**src/rtl/bvp_pkg.sv**
```systemverilog
// Shared types, constants and saturating arithmetic helpers for the velocity pusher.
package bvp_pkg;

	// Field formats
	localparam int VEL_WIDTH  = 32;
	localparam int FLD_W      = 32;
	localparam int COEF_W     = 32;
	localparam int FRAC_SHIFT = 24;
	localparam int CFG_IDX_W  = 3;

	// Datapath and product widths
	localparam int DP_W   = VEL_WIDTH;
	localparam int PROD_W = DP_W + COEF_W;
	localparam int MAG_W  = PROD_W + 1 - FRAC_SHIFT;

	// Configuration register indexes
	localparam logic [CFG_IDX_W-1:0] REG_KICK_X = CFG_IDX_W'(0);
	localparam logic [CFG_IDX_W-1:0] REG_KICK_Y = CFG_IDX_W'(1);
	localparam logic [CFG_IDX_W-1:0] REG_KICK_Z = CFG_IDX_W'(2);
	localparam logic [CFG_IDX_W-1:0] REG_ROT_T  = CFG_IDX_W'(3);
	localparam logic [CFG_IDX_W-1:0] REG_ROT_S  = CFG_IDX_W'(4);

	// Mode codes
	localparam logic MODE_VECTOR = 1'b0;
	localparam logic MODE_SHEAR  = 1'b1;

	typedef logic signed [FLD_W-1:0]  fld_t;
	typedef logic signed [COEF_W-1:0] coef_t;
	typedef logic signed [DP_W-1:0]   dp_t;
	typedef logic [CFG_IDX_W-1:0]     cfg_idx_t;

	typedef struct packed {
		dp_t  val;
		logic ovf;
	} sat_res_t;

	typedef struct packed {
		fld_t val;
		logic ovf;
	} fld_res_t;

	localparam dp_t DP_MAX = {1'b0, {(DP_W-1){1'b1}}};
	localparam dp_t DP_MIN = {1'b1, {(DP_W-1){1'b0}}};

	localparam logic [PROD_W:0]  RND_HALF    = (PROD_W+1)'(1) << (FRAC_SHIFT-1);
	localparam logic [MAG_W-1:0] MAG_NEG_LIM = MAG_W'(1) << (DP_W-1);
	localparam logic [MAG_W-1:0] MAG_POS_LIM = MAG_NEG_LIM - MAG_W'(1);

	localparam logic signed [63:0] FLD_MAX = 64'sd2147483647;
	localparam logic signed [63:0] FLD_MIN = -64'sd2147483648;

	// Saturating add or subtract on the datapath width
	function automatic sat_res_t sat_sum(dp_t a, dp_t b, logic do_sub);
		logic [DP_W:0] s;
		sat_res_t      r;
		if (do_sub) begin
			s = {a[DP_W-1], a} - {b[DP_W-1], b};
		end else begin
			s = {a[DP_W-1], a} + {b[DP_W-1], b};
		end
		r.ovf = s[DP_W] ^ s[DP_W-1];
		if (r.ovf) begin
			r.val = s[DP_W] ? DP_MIN : DP_MAX;
		end else begin
			r.val = dp_t'(s[DP_W-1:0]);
		end
		return r;
	endfunction

	// Round a product magnitude to nearest (halves away from zero), apply sign, saturate
	function automatic sat_res_t round_sat(logic [PROD_W-1:0] prod, logic neg);
		logic [PROD_W:0]  rnd;
		logic [MAG_W-1:0] mag;
		sat_res_t         r;
		rnd = {1'b0, prod} + RND_HALF;
		mag = rnd[PROD_W:FRAC_SHIFT];
		if (neg) begin
			r.ovf = mag > MAG_NEG_LIM;
			r.val = r.ovf ? DP_MIN : dp_t'(-mag[DP_W-1:0]);
		end else begin
			r.ovf = mag > MAG_POS_LIM;
			r.val = r.ovf ? DP_MAX : dp_t'(mag[DP_W-1:0]);
		end
		return r;
	endfunction

	// Clip a datapath value to the 32-bit result field
	function automatic fld_res_t clip_fld(dp_t x);
		logic signed [63:0] w;
		fld_res_t           r;
		w = 64'(x);
		if (w > FLD_MAX) begin
			r.ovf = 1'b1;
			r.val = fld_t'(FLD_MAX[FLD_W-1:0]);
		end else if (w < FLD_MIN) begin
			r.ovf = 1'b1;
			r.val = fld_t'(FLD_MIN[FLD_W-1:0]);
		end else begin
			r.ovf = 1'b0;
			r.val = fld_t'(w[FLD_W-1:0]);
		end
		return r;
	endfunction

endpackage

```
**src/rtl/bvp_mulq.sv**
```systemverilog
// Q8.24 scaling multiplier: registered sign-magnitude product, then round and saturate.
module bvp_mulq (
	input  logic            clk,
	input  logic            en,
	input  bvp_pkg::dp_t    a,
	input  bvp_pkg::coef_t  b,
	output bvp_pkg::sat_res_t res
);
	import bvp_pkg::*;

	logic [DP_W-1:0]   a_mag;
	logic [COEF_W-1:0] b_mag;
	logic [PROD_W-1:0] prod_q;
	logic              neg_q;

	assign a_mag = a[DP_W-1]   ? unsigned'(dp_t'(-a))   : unsigned'(a);
	assign b_mag = b[COEF_W-1] ? unsigned'(coef_t'(-b)) : unsigned'(b);

	always_ff @(posedge clk) begin
		if (en) begin
			prod_q <= PROD_W'(a_mag) * PROD_W'(b_mag);
			neg_q  <= a[DP_W-1] ^ b[COEF_W-1];
		end
	end

	assign res = round_sat(prod_q, neg_q);

endmodule

```
**config.mk**
```make
export PLATFORM = sky130hd
export DESIGN_NAME = bvp_mulq
export DESIGN_NICKNAME = d
export VERILOG_FILES = /design/src/rtl/bvp_pkg.sv /design/src/rtl/bvp_mulq.sv
export SDC_FILE = /design/constraint.sdc
export NUM_CORES = 2
export LEC_CHECK = 0
export BUFFER_PORTS_ARGS = -buffer_cell sky130_fd_sc_hd__buf_2
export CORE_MARGIN = 4
export CORE_UTILIZATION = 50
export CTS_CLUSTER_DIAMETER = 200
export DETAILED_ROUTE_END_ITERATION = 8
export PLACE_DENSITY = 0.69
export SYNTH_ARGS = -nofsm -noshare
export SYNTH_HDL_FRONTEND = slang
export SYNTH_SLANG_ARGS = --single-unit
```
**constraint.sdc**
```tcl
create_clock -name clk -period 11.03 [get_ports clk]
set_input_delay 0.5515 -clock clk [delete_from_list [all_inputs] [get_ports clk]]
set_output_delay 0.5515 -clock clk [all_outputs]
set_load 0.01 [all_outputs]
```
==> key figures <==
Floorplan
  – Core Area: 73,210 um2
  – Die area: 78,530 um2
  – Initial Util: 50.61%
  – # rows: 99
  – Ports: 99
  – Die W: 280.2 um
  – DIE HEIGHT: 280.2 um

Layout
  – Area occupied by multi-input gates: 31,860 um2
  – Most frequent cells in the layout: inv_1, fa_1, nor2_1
  – Reg area: 1261 um2
  – Fillers: 6,792
  – Nets: 5,557
  – Most common cell after layout, fill and taps aside: inv_1
  – Area delta synth->final: 7.220%
  – Fraction of layout cells with a size suffix above 1: 8.426%
  – Final core occ: 54.27%

Setup path
  – Family with the most delay on the worst path: adder cells
  – Crit path launch type: input port
  – Max incr delay on CP: 560 ps
  – CP Buf/Inv Count: 4
  – Critical path capture point type: register
  – CP most frequent cell: fa_1
  – Required @ worst endpoint: 11,060 ps
  – CP Max Fanout: 15
  – Critical Path AT: 10,610 ps
  – Slowest cell on crit path: fa_1
  – CP Class: in -> reg

Global routing
  – Vias in the first global route: 32,460
  – Global-route wire length before repair: 193.0 mm
  – Pin count of the biggest net entering global routing: 43
  – Total congestion overflow: 0
  – GRT Resource Usage Total: 32.72%
  – Initial antenna violation count: 10

Place
  – Placer Congestion: 1.048
  – Post-DP HPWL: 104.6 mm
  – PortBufs: 98
  – Pre-CTS setup slack: 177.7 ps

Timing
  – Max Slew Vio Count: 0
  – Period minus WS final: 10,580 ps
  – Fin worst setup slack: 450.0 ps
  – F_max: 94.52 MHz
  – Period utilization: 95.92%
  – Worst-margin pin slew: 1289 ps
  – TNS Setup: 0 ps
  – Slew HR: 13.67%
  – Endpoints failing setup: 0
  – Hold Vio Cnt, Final: 0

Hold path
  – Hold WC Path Type: in -> reg

Clock tree
  – CTS tree: done
  – Max Buffers Root-to-Sink: 2
  – Hold buffer count at CTS: 0
  – H-tree depth: 2
  – Postcts setup bufs: 0
  – Clk pin slew, worst setup/hold paths: 60 ps
  – Clk Tree Root Cell: clkbuf_16
  – CTS buffer count: 5
  – Clock sink count: 42

Logic synthesis
  – Synthesized flop and latch total: 42
  – Main flop type after synthesis: edfxtp_1
  – YS warnings: 0
  – Async SR Flop Fraction: 0%
  – Sequential fraction of the synthesis area: 3.404%
  – Syn nets: 5,498
  – Synth cell types: 81
  – Post-Syn Instances: 4,272
  – Post-Syn Area: 37,050 um2
  – Post-synth EDFFs: 42
  – Mean Syn Cell Area: 8.673 um2

Outcome
  – Outcome: completed

Job
  – # Max-Cap Violations: 0

Routing
  – Drt wl/cell: 23.75 um
  – TritonRoute pass-1 iters: 6
  – Drt total wl: 125.9 mm
  – Post-route ant nets: 0
  – 1st-iter DRT viols: 2,647
  – Remaining DRCs: 0
  – DR vias/cell: 5.798
  – Vias post-DR: 30,730
==> cell families (layout without fill, tap and decap cells) <==
group                      count (synthesis)  in the layout  synth area share [%]
muxes                                     11             11                0.3107
AOI/OAI and AO/OA                        309            309                 5.953
other                                      0             10                     0
DFF                                       42             42                 3.404
xor gates and xnor gates                 205            205                 4.947
buffers and inverters                   1132           1192                 11.64
adders and majority gates               1160           1160                 57.30
and+or+nand+nor                         1413           1413                 16.44
==> state kept, by name (all words and copies together), names as in the netlist <==
name and count:
neg_q 1, prod_q 41
==> metrics by stage <==
| step | hold WS (ps) | area (um2) | cells |
|---|---|---|---|
| 2_1_floorplan | 664.0 | 37050 | 4272 |
| 3_3_place_gp | 1241 | 39540 | 5283 |
| 3_5_place_dp | 1255 | 39540 | 5283 |
| 4_1_cts | 953.4 | 39680 | 5291 |
| 5_1_grt | 998.9 | 39710 | 5292 |
| 6_report | 942.3 | 39730 | 5301 |
==> cell usage after synthesis (5+ instances only) <==
cell       instances  area (um2)
a2111oi_0          5       43.79
a211oi_1          13       97.59
a21o_1            34       255.2
a21oi_1           64       320.3
a221oi_1          15       131.4
a311oi_1           5       43.79
a31oi_1           12       75.07
and2_1            27       168.9
and3_1            16       100.1
and4_1            19       166.4
buf_2             30       150.1
clkbuf_1         165       619.3
edfxtp_1          42        1261
fa_1             895       17920
ha_1             265        3316
inv_1            930        3491
mux2i_1            7       70.07
nand2_1          526        1974
nand2_2           10       62.56
nand2b_1          15       93.84
nand3_1           40       200.2
nand3b_1           5       37.54
nand4_1           28       175.2
nor2_1           618        2320
nor3_1            29       145.1
nor3b_1            5       37.54
nor4_1            14       87.58
nor4_2             5       62.56
o2111ai_1          6       52.55
o211ai_1           9       67.56
o21a_1             7       52.55
o21ai_0           50       250.2
o21bai_1          15       112.6
o31ai_1           15       112.6
o41ai_1            7       61.31
or3_1             17       106.4
or4_1              9       67.56
or4_4              6       67.56
xnor2_1          116        1016
xor2_1            84       735.7
==> final timing paths <==
kind / from / end / slack, ps / cells after the start
worst min-delay path: en / prod_q[60] / 940 / 1
worst max-delay path: b[2] / prod_q[63] / 450 / 31
==> routing by layer <==
metal	part of all wire (%)	vias up	track usage, %
met5	0.022	-	0
met2	45	1614	52.08
met3	9.8	524	7.364
li1	-	12950	-
met1	37	15640	40.90
met4	8.4	4	20.13
==> area by class of cell <==
cell class / count / area share [%]
repair buffers: 254 / 4.403
well taps: 959 / 3.020
clock inverters: 3 / 0.04094
diodes: 10 / 0.06299
clock buffers: 5 / 0.3149
multi-input cells: 3098 / 80.20
flip-flops and latches: 42 / 3.175
inverters: 930 / 8.787
==> timing repair <==
| item | in CTS | in global routing |
|---|---|---|
| hold endpoints to repair | 0 | 0 |
| setup endpoints to repair | 0 | 5 |
| gates resized for setup | 0 | 3 |
Power is left out: the tool's default activity adds up to more than one toggle a clock period on the data nets, which glitch-free logic cannot reach.
